[src/face_box_percent_dedup_defines.svh]
// ----------------------------------------------------------------------------
// face_box_percent_dedup_defines.svh
// Assertion macros for the face box dedup RTL.
// ----------------------------------------------------------------------------
`ifndef FACE_BOX_PERCENT_DEDUP_DEFINES_SVH
`define FACE_BOX_PERCENT_DEDUP_DEFINES_SVH

`ifndef SYNTH

// Condition holds at every clock edge out of reset.
`define FBPD_ALWAYS(lbl, cond, msg) \
    lbl: assert property (@(posedge i_clk) disable iff (!i_rst_n) (cond)) \
        else $error(msg);

// Antecedent in a cycle implies consequent in the next.
`define FBPD_NEXT(lbl, ante, cons, msg) \
    lbl: assert property (@(posedge i_clk) disable iff (!i_rst_n) (ante) |=> (cons)) \
        else $error(msg);

`else

`define FBPD_ALWAYS(lbl, cond, msg)
`define FBPD_NEXT(lbl, ante, cons, msg)

`endif

`endif

[src/fbpd_pkg.sv]
// ----------------------------------------------------------------------------
// fbpd_pkg
// Widths, codes and types shared by the face box dedup block.
// ----------------------------------------------------------------------------
package fbpd_pkg;

    localparam int DIM_W      = 14;
    localparam int PCT_W      = 16;
    localparam int NUM_W      = DIM_W + PCT_W;
    localparam int TENTH_W    = 19;
    localparam int EDGE_N     = 4;
    localparam int MAX_KEPT   = 16;
    localparam int IDX_W      = (MAX_KEPT > 1) ? $clog2(MAX_KEPT) : 1;
    localparam int CNT_W      = $clog2(MAX_KEPT + 1);
    localparam int STEP_W     = $clog2(PCT_W + 1);
    localparam int DUP_TOL    = 512;
    localparam int CFG_ADDR_W = 2;
    localparam int CFG_DATA_W = 16;
    localparam int IN_W       = 4 * DIM_W;
    localparam int OUT_W      = EDGE_N * PCT_W;
    localparam int STATUS_W   = 2;

    // Edge slots inside one box
    localparam int E_LEFT   = 0;
    localparam int E_TOP    = 1;
    localparam int E_RIGHT  = 2;
    localparam int E_BOTTOM = 3;

    typedef enum logic [STATUS_W-1:0] {
        ST_NEW  = 2'd0,
        ST_DUP  = 2'd1,
        ST_FULL = 2'd2,
        ST_ZERO = 2'd3
    } t_status;

    typedef enum logic [CFG_ADDR_W-1:0] {
        REG_FRAME_WIDTH  = 2'd0,
        REG_FRAME_HEIGHT = 2'd1
    } t_reg_idx;

    typedef enum logic [2:0] {
        S_IDLE,
        S_LOAD,
        S_DIV,
        S_SCAN,
        S_CMP,
        S_FINISH
    } t_state;

    typedef logic [EDGE_N-1:0][PCT_W-1:0] t_box;

endpackage

[src/fbpd_divider.sv]
// ----------------------------------------------------------------------------
// fbpd_divider
// Restoring divider, one quotient bit per cycle, saturating at all ones.
// ----------------------------------------------------------------------------
module fbpd_divider (
    input  logic                     i_clk,
    input  logic                     i_rst_n,
    input  logic                     i_start,
    input  logic [fbpd_pkg::NUM_W-1:0] i_num,
    input  logic [fbpd_pkg::DIM_W-1:0] i_den,
    output logic                     o_done,
    output logic [fbpd_pkg::PCT_W-1:0] o_quot
);
    import fbpd_pkg::*;

    logic              r_active;
    logic              r_done;
    logic              r_sat;
    logic [STEP_W-1:0] r_cnt;
    logic [DIM_W-1:0]  r_rem;
    logic [PCT_W-1:0]  r_low;
    logic [PCT_W-1:0]  r_quot;
    logic [DIM_W-1:0]  r_den;

    logic [DIM_W:0]    w_rem_sh;
    logic              w_ge;
    logic [DIM_W:0]    w_rem_sub;

    assign w_rem_sh  = {r_rem, r_low[PCT_W-1]};
    assign w_ge      = (w_rem_sh >= {1'b0, r_den});
    assign w_rem_sub = w_rem_sh - {1'b0, r_den};

    // control
    always_ff @(posedge i_clk) begin
        if (!i_rst_n) begin
            r_active <= 1'b0;
            r_done   <= 1'b0;
            r_cnt    <= '0;
        end else begin
            r_done <= 1'b0;
            if (i_start) begin
                r_active <= 1'b1;
                r_cnt    <= STEP_W'(PCT_W);
            end else if (r_active) begin
                r_cnt <= r_cnt - 1'b1;
                if (r_cnt == STEP_W'(1)) begin
                    r_active <= 1'b0;
                    r_done   <= 1'b1;
                end
            end
        end
    end

    // datapath: the high part below the divisor means the quotient fits
    always_ff @(posedge i_clk) begin
        if (i_start) begin
            r_sat  <= (i_num[NUM_W-1:PCT_W] >= i_den);
            r_rem  <= i_num[NUM_W-1:PCT_W];
            r_low  <= i_num[PCT_W-1:0];
            r_den  <= i_den;
            r_quot <= '0;
        end else if (r_active) begin
            r_rem  <= w_ge ? w_rem_sub[DIM_W-1:0] : w_rem_sh[DIM_W-1:0];
            r_low  <= {r_low[PCT_W-2:0], 1'b0};
            r_quot <= {r_quot[PCT_W-2:0], w_ge};
        end
    end

    assign o_done = r_done;
    assign o_quot = r_sat ? '1 : r_quot;

endmodule

[src/face_box_percent_dedup.sv]
// ----------------------------------------------------------------------------
// face_box_percent_dedup
// Face box shrink, percent conversion and per-frame duplicate filter.
// ----------------------------------------------------------------------------
//
//  channel  | dir | handshake                     | payload
//  ---------+-----+-------------------------------+-------------------------------
//  s_axis   | in  | s_axis_tvalid / s_axis_tready | tdata box, tlast batch end
//  m_axis   | out | m_axis_tvalid / m_axis_tready | tdata box edges, tuser status
//  cfg      | in  | i_cfg_valid / o_cfg_ready     | i_cfg_addr, i_cfg_data
//
//  One box at a time. A box passes from its input beat through a load state,
//  the four parallel bit-serial dividers, a registered read of the box memory
//  and a compare per kept box, and a finish state to its result; a full table
//  takes longest and an early duplicate hit ends the scan sooner. A zero frame
//  size skips the divide and the scan.
//  Reset clears the box count and the frame size; the box memory needs no
//  clearing since only entries below the count are read.
//  The result sits in an output register; the next box is accepted while it
//  waits, and a box only stalls in its final state if the previous result is
//  still held.
//
// ----------------------------------------------------------------------------
`include "face_box_percent_dedup_defines.svh"

module face_box_percent_dedup (
    input  logic                              i_clk,
    input  logic                              i_rst_n,
    // box_x, box_y, box_width, box_height (from bit 0 up)
    input  logic [fbpd_pkg::IN_W-1:0]         s_axis_tdata,
    input  logic                              s_axis_tlast,
    input  logic                              s_axis_tvalid,
    output logic                              s_axis_tready,
    // left_pct, top_pct, right_pct, bottom_pct (from bit 0 up)
    output logic [fbpd_pkg::OUT_W-1:0]        m_axis_tdata,
    // status
    output logic [fbpd_pkg::STATUS_W-1:0]     m_axis_tuser,
    output logic                              m_axis_tvalid,
    input  logic                              m_axis_tready,
    input  logic                              i_cfg_valid,
    output logic                              o_cfg_ready,
    input  logic [fbpd_pkg::CFG_ADDR_W-1:0]   i_cfg_addr,
    input  logic [fbpd_pkg::CFG_DATA_W-1:0]   i_cfg_data
);
    import fbpd_pkg::*;

    // Numerator of one edge: (10*base + k*size) * 2560, k = 1 near, 9 far
    function automatic logic [NUM_W-1:0] pct_num(input logic [DIM_W-1:0] base,
                                                 input logic [DIM_W-1:0] size,
                                                 input logic             far);
        logic [TENTH_W-1:0] b10;
        logic [TENTH_W-1:0] s_k;
        logic [TENTH_W-1:0] t;
        b10 = (TENTH_W'(base) << 3) + (TENTH_W'(base) << 1);
        s_k = far ? (TENTH_W'(size) << 3) + TENTH_W'(size) : TENTH_W'(size);
        t   = b10 + s_k;
        return (NUM_W'(t) << 11) + (NUM_W'(t) << 9);
    endfunction

    // Every edge within tolerance of the kept box
    function automatic logic box_near(input t_box a, input t_box b);
        logic            ok;
        logic [PCT_W-1:0] d;
        ok = 1'b1;
        for (int e = 0; e < EDGE_N; e++) begin
            d = (a[e] > b[e]) ? a[e] - b[e] : b[e] - a[e];
            if (d > PCT_W'(DUP_TOL)) ok = 1'b0;
        end
        return ok;
    endfunction

    // ------------------------------------------------------------------
    // Configuration registers: ready out of reset, bad indexes are dropped
    // ------------------------------------------------------------------
    logic [DIM_W-1:0] r_fw;
    logic [DIM_W-1:0] r_fh;

    assign o_cfg_ready = i_rst_n;

    always_ff @(posedge i_clk) begin
        if (!i_rst_n) begin
            r_fw <= '0;
            r_fh <= '0;
        end else if (i_cfg_valid && o_cfg_ready) begin
            if (i_cfg_addr == REG_FRAME_WIDTH)  r_fw <= i_cfg_data[DIM_W-1:0];
            if (i_cfg_addr == REG_FRAME_HEIGHT) r_fh <= i_cfg_data[DIM_W-1:0];
        end
    end

    // ------------------------------------------------------------------
    // Sequencer
    // ------------------------------------------------------------------
    t_state           r_state;
    t_state           n_state;
    logic [CNT_W-1:0] r_count;
    logic [CNT_W-1:0] n_count;
    logic [IDX_W-1:0] r_idx;
    logic             r_last;
    logic             r_zero;
    logic             r_dup;
    logic [NUM_W-1:0] r_num [EDGE_N];
    t_box             r_pct;
    t_box             r_rd_data;
    t_box             r_kept_mem [MAX_KEPT];
    logic             r_out_valid;
    t_box             r_out_box;
    t_status          r_out_status;

    logic             w_in_beat;
    logic             w_div_start;
    logic             w_rd_en;
    logic             w_fin;
    logic             w_mem_we;
    logic             w_near;
    logic             w_scan_end;
    logic             w_all_done;
    logic [EDGE_N-1:0] w_div_done;
    t_box             w_quot;
    t_status          w_status;

    assign w_in_beat  = s_axis_tvalid && s_axis_tready;
    assign w_all_done = &w_div_done;
    assign w_near     = box_near(r_rd_data, r_pct);
    assign w_scan_end = ((CNT_W'(r_idx) + 1'b1) == r_count);

    // next state
    always_comb begin
        n_state = r_state;
        unique case (r_state)
            S_IDLE:   if (w_in_beat) n_state = S_LOAD;
            S_LOAD:   n_state = r_zero ? S_FINISH : S_DIV;
            S_DIV:    if (w_all_done) n_state = (r_count == '0) ? S_FINISH : S_SCAN;
            S_SCAN:   n_state = S_CMP;
            S_CMP:    n_state = (w_near || w_scan_end) ? S_FINISH : S_SCAN;
            S_FINISH: if (!r_out_valid || m_axis_tready) n_state = S_IDLE;
            default:  n_state = S_IDLE;
        endcase
    end

    // outputs of the sequencer; hold the input off while in reset
    always_comb begin
        s_axis_tready = 1'b0;
        w_div_start   = 1'b0;
        w_rd_en       = 1'b0;
        w_fin         = 1'b0;
        unique case (r_state)
            S_IDLE:   s_axis_tready = i_rst_n;
            S_LOAD:   w_div_start   = !r_zero;
            S_SCAN:   w_rd_en       = 1'b1;
            S_FINISH: w_fin         = !r_out_valid || m_axis_tready;
            default:  ;
        endcase
    end

    // classify the box once the scan is over
    always_comb begin
        if (r_zero)                             w_status = ST_ZERO;
        else if (r_dup)                         w_status = ST_DUP;
        else if (r_count >= CNT_W'(MAX_KEPT))   w_status = ST_FULL;
        else                                    w_status = ST_NEW;
    end

    assign w_mem_we = w_fin && (w_status == ST_NEW);

    // box count: bump on store, drop to zero after the last box of a frame
    always_comb begin
        n_count = r_count;
        if (w_fin) begin
            if (r_last)        n_count = '0;
            else if (w_mem_we) n_count = r_count + 1'b1;
        end
    end

    always_ff @(posedge i_clk) begin
        if (!i_rst_n) begin
            r_state     <= S_IDLE;
            r_count     <= '0;
            r_out_valid <= 1'b0;
        end else begin
            r_state <= n_state;
            r_count <= n_count;
            if (w_fin)              r_out_valid <= 1'b1;
            else if (m_axis_tready) r_out_valid <= 1'b0;
        end
    end

    // ------------------------------------------------------------------
    // Box datapath
    // ------------------------------------------------------------------
    always_ff @(posedge i_clk) begin
        if (w_in_beat) begin
            for (int e = 0; e < EDGE_N; e++) begin
                r_num[e] <= pct_num(s_axis_tdata[(e % 2) * DIM_W +: DIM_W],
                                    s_axis_tdata[(2 + e % 2) * DIM_W +: DIM_W],
                                    e >= 2);
            end
            r_last <= s_axis_tlast;
            r_zero <= (r_fw == '0) || (r_fh == '0);
            r_dup  <= 1'b0;
            r_idx  <= '0;
            r_pct  <= '0;
        end else begin
            if (r_state == S_DIV && w_all_done) r_pct <= w_quot;
            if (r_state == S_CMP) begin
                if (w_near) r_dup <= 1'b1;
                else        r_idx <= r_idx + 1'b1;
            end
        end
    end

    // four dividers, one per edge, run side by side
    for (genvar g = 0; g < EDGE_N; g++) begin : g_div
        fbpd_divider u_div (
            .i_clk   (i_clk),
            .i_rst_n (i_rst_n),
            .i_start (w_div_start),
            .i_num   (r_num[g]),
            .i_den   ((g % 2 == 0) ? r_fw : r_fh),
            .o_done  (w_div_done[g]),
            .o_quot  (w_quot[g])
        );
    end

    // kept box memory: one write port, one registered read port
    always_ff @(posedge i_clk) begin
        if (w_mem_we) r_kept_mem[r_count[IDX_W-1:0]] <= r_pct;
        if (w_rd_en)  r_rd_data <= r_kept_mem[r_idx];
    end

    // output register: load on finish, hold while stalled
    always_ff @(posedge i_clk) begin
        if (w_fin) begin
            r_out_box    <= r_pct;
            r_out_status <= w_status;
        end
    end

    assign m_axis_tvalid = r_out_valid;
    assign m_axis_tdata  = r_out_box;
    assign m_axis_tuser  = r_out_status;

    // ------------------------------------------------------------------
    // Assertions
    // ------------------------------------------------------------------
    `FBPD_ALWAYS(a_count_bound, r_count <= CNT_W'(MAX_KEPT), "box count above table depth")
    `FBPD_ALWAYS(a_store_room, !w_mem_we || (r_count < CNT_W'(MAX_KEPT)), "store into full table")
    `FBPD_NEXT(a_fin_valid, w_fin, m_axis_tvalid, "finished box produced no result")
    `FBPD_NEXT(a_in_to_load, w_in_beat, r_state == S_LOAD, "accepted box did not start")
    `FBPD_ALWAYS(a_scan_in_range, !(r_state == S_SCAN) || (CNT_W'(r_idx) < r_count),
                 "scan beyond kept boxes")

endmodule
[config.mk]
export PLATFORM = sky130hd
export DESIGN_NAME = face_box_percent_dedup
export DESIGN_NICKNAME = d
export VERILOG_FILES = /design/src/fbpd_pkg.sv /design/src/fbpd_divider.sv /design/src/face_box_percent_dedup.sv
export VERILOG_INCLUDE_DIRS = /design/src /design/src/src
export SDC_FILE = /design/constraint.sdc
export NUM_CORES = 2
export LEC_CHECK = 0
export BUFFER_PORTS_ARGS = -buffer_cell sky130_fd_sc_hd__buf_2
export CORE_MARGIN = 5
export CORE_UTILIZATION = 43
export CTS_BUF_LIST = sky130_fd_sc_hd__clkbuf_8
export DETAILED_ROUTE_END_ITERATION = 16
export GPL_ROUTABILITY_DRIVEN = 0
export GPL_TIMING_DRIVEN = 1
export HOLD_SLACK_MARGIN = 0.1
export RECOVER_POWER = 50
export SLEW_MARGIN = 20
export SYNTH_ARGS = -nofsm -noshare
export SYNTH_HDL_FRONTEND = slang
export SYNTH_SLANG_ARGS = --single-unit
[constraint.sdc]
create_clock -name i_clk -period 7.4 [get_ports i_clk]
set_input_delay 0.74 -clock i_clk [delete_from_list [all_inputs] [get_ports i_clk]]
set_output_delay 0.74 -clock i_clk [all_outputs]
set_load 0.02 [all_outputs]
==> results.yml <==
flow_run:
  drv_cap: 12
layout:
  fin_area_mm2: 0.0834
  nFillCells: 15300
  utilization_pct: 48.0
  final_nets: 6177
  drive_above_1_share_pct: 14.4
  area_delta_synth_final_pct: 11.1
  multi_input_area_mm2: 0.0284
  seq_area_mm2: 0.0445
drt:
  dr.first_iter.drc_count: 3952
  routed_wirelength_mm: 183
  drtAntennaViolNets: 0
  post_drt_wl_per_cell_um: 22.4
  vias: 45500
  top_layer: "met4"
  drt_first_pass_iters: 6
  route.met2.wl_mm: 85.9
  met1Wirelength_mm: 83.4
  via_per_inst: 5.56
  met3_length_mm: 9.18
  remaining_drc_errors: 0
worst_setup_path:
  cp.required_ns: 8.31
  r2r_start: "r_pct[50]"
  cp-start-kind: "flip-flop"
  rrSetupSlack_ns: 1.16
  r2r_cells: 14
  r2r-end: "r_dup"
  crit_chain: "inv_1, ha_1, nor2b_1, o21a_1, a211oi_1, o31ai_1, nand2_1, mux2_2, or3_1, a2111o_1, a31oi_1, nand4_1, or3_4, a21oi_2"
  endpoint_kind: "flip-flop"
  max_stage_delay_ns: 0.73
  cp_slowest_cell: "a31oi_1"
  crit_type: "reg2reg"
  cp.arrival_ns: 7.15
  cp_max_fo: 19
global_route:
  grt_pass1_wl_mm: 278
  grt_pass1_vias: 45800
  antenna_found_initial: 1
  grt_max_degree: 127
  grt_overflow_total: 0
  grt_usage_pct: 19.5
run_status:
  outcome: "finished, violations left"
  violations: "capacitance limit, slew limit"
timing:
  tns_ns: 0
  setup_viol: 0
  grt_setup_unrepaired: "false"
  layout_min_cycle_time_ns: 6.24
  worst_pin_slew_ns: 3.79
  hold_violations: 0
  relSlewSlack_pct: -153
  max_freq_ghz: 0.160
  report.final.slew_viol_count: 399
  layout_worst_path_cycle_share_pct: 84.3
  clock-skew-final_ns: 0.0976
  layout_setup_ws_ns: 1.16
clock_tree:
  clockBufferDepth: 4
  clk-insertion-delay-late_ns: 0.98
  htreeDepth: 5
  cts_tree: "done"
  cts_sinks: 1548
  clk_pin_slew_ns: 0.06
  cts_setup_buffers: 0
  root_buffer: "clkbuf_8"
  cts_buffers: 282
floorplan:
  die_y_um: 428
  start_util_pct: 43.2
  core_area_mm2: 0.174
  io_pins: 149
  die_area_mm2: 0.183
  row_count: 153
  die_w_um: 428
logic_synthesis:
  synth_largest_area_cell: "edfxtp_1"
  synth.avg_cell_area_um2: 14.0
  ys_ff_latch: 1548
  synth_edf_count: 1350
  postSynth.asyncResetShare_pct: 0
  yosys_most_used_dff: "edfxtp_1"
  ys_types: 88
  syn-cell-area_mm2: 0.0751
  netlist_instances: 5379
  ys_seq_area_share_pct: 59.3
  synth_top_area_share_pct: 54.0
  yosys-top-cells-area: "edfxtp_1 54%, mux4_2 9.6%, ha_1 6.7%"
  ys_warn_count: 0
worst_hold_path:
  hold_path.class: "in2reg"
  hold_path_startpoint: "s_axis_tdata[29]"
  min_delay_path_depth: 2
  worstHoldEndpoint: "r_num[2][10]"
place:
  io_buffers: 146
  placed_area_mm2: 0.0783
  post-place-ws_ns: 0.745
  hpwl_mm: 112
power:
  ir_worst_vdd_v: 0.000195
  leakagePower_nw: 29.8
  p_per_area_mw_per_mm2: 279
-- cell families (layout without fill, tap and decap cells) --
family | after synthesis | after routing | share of synthesized area (%)
other cells | 1 | 3 | 0.00500
flops | 1548 | 1548 | 59.3
buf+inv | 582 | 1048 | 2.98
compound gates | 979 | 979 | 8.68
fa+ha+maj | 447 | 447 | 7.89
xor+xnor | 221 | 221 | 2.58
mux | 450 | 450 | 11.3
simple gates | 1151 | 1151 | 7.24
-- how the worst max path moves through the flow --
stage | startpoint | endpoint
finish | r_pct[50] | r_dup
detailed placement | s_axis_tdata[14] | r_num[3][28]
CTS | r_pct[50] | r_dup
global placement | s_axis_tdata[14] | r_num[3][29]
global route | r_pct[50] | r_dup
floorplan | m_axis_tready | r_kept_mem[5][0]
-- stage by stage --
stage	std cells	hold slack, ns	power [mW]
floorplan	5380	0.452	14.7
global placement	7674	0.475	15.9
detailed placement	7674	0.488	16.0
CTS	8171	0.144	23.5
global route	8172	0.196	24.7
finish	8172	0.257	23.3
-- Yosys cell counts, types with 31 or more instances --
| master | count |
|---|---|
| o211ai_1 | 33 |
| a21boi_0 | 60 |
| buf_1 | 38 |
| o21ai_0 | 160 |
| nor3_1 | 144 |
| o21a_1 | 53 |
| fa_1 | 44 |
| xnor2_1 | 169 |
| inv_1 | 358 |
| edfxtp_1 | 1350 |
| nand3_1 | 66 |
| nor2b_1 | 62 |
| o21bai_1 | 34 |
| clkbuf_1 | 161 |
| nand4_1 | 38 |
| ha_1 | 403 |
| a211oi_1 | 110 |
| a21o_1 | 111 |
| a21oi_1 | 242 |
| nand2_1 | 293 |
| or3_1 | 31 |
| xor2_1 | 52 |
| mux4_2 | 320 |
| mux2i_1 | 124 |
| dfxtp_1 | 198 |
| nor2_1 | 355 |
-- cell type report --
type,count,share of cell area [%]
Multi-Input combinational cell,3250,34.0
Clock buffer,310,5.12
Clock inverter,170,0.945
Inverter,359,1.62
Timing Repair Buffer,209,1.41
Antenna cell,1,0.00300
Tap cell,2325,3.49
Sequential cell,1548,53.4
-- critical path, delay by kind of cell (launching register included) --
family	cells	cell delay, ns
compound gates	6	2.44
simple gates	5	1.98
flops	1	0.72
fa+ha+maj	1	0.47
mux	1	0.42
buf+inv	1	0.14
-- timing repair --
item,in CTS,in global routing
resized for setup,0,0
endpoints found under the hold margin,31,0
hold buffers,17,0
endpoints found under the setup margin,0,0
-- power breakdown --
part / switching (mW) / leakage, nW / internal (mW)
clock network: 3.45 / 2.95 / 3.96
registers: 0.250 / 14.1 / 9.97
logic: 3.07 / 12.8 / 2.58
total: 6.77 / 29.8 / 16.5
-- cell usage in the layout, fill, tap and decap left out, types with 81 or more instances in the layout --
| cell | n |
|---|---|
| inv_1 | 450 |
| o21ai_0 | 160 |
| mux4_2 | 320 |
| nor2_1 | 355 |
| dfxtp_1 | 195 |
| nand2_1 | 293 |
| xnor2_1 | 169 |
| clkbuf_1 | 81 |
| a21o_1 | 111 |
| a211oi_1 | 110 |
| edfxtp_1 | 1350 |
| ha_1 | 403 |
| mux2i_1 | 124 |
| a21oi_1 | 242 |
| clkbuf_8 | 310 |
| nor3_1 | 144 |
-- state kept, by name, indices dropped and copies added, names as in the netlist, 2 cells and up --
signal	count
r_kept_mem	1024
r_num	78
g_div.u_div.r_quot	64
m_axis_tdata	64
r_pct	64
r_rd_data	64
g_div.u_div.r_rem	56
g_div.u_div.r_low	28
g_div.u_div.r_den	28
g_div.u_div.r_cnt	20
r_fh	14
r_fw	14
r_count	5
g_div.u_div.o_done	4
g_div.u_div.r_active	4
g_div.u_div.r_sat	4
r_idx	4
r_state	3
m_axis_tuser	2
-- routing by layer --
metal	global-route usage, %	up-vias
met5	0	-
met4	5.66	0
met3	3.25	282
met2	31.2	1191
met1	27.6	22900
li1	-	21100
No activity file was read; power rests on OpenSTA's default activity.
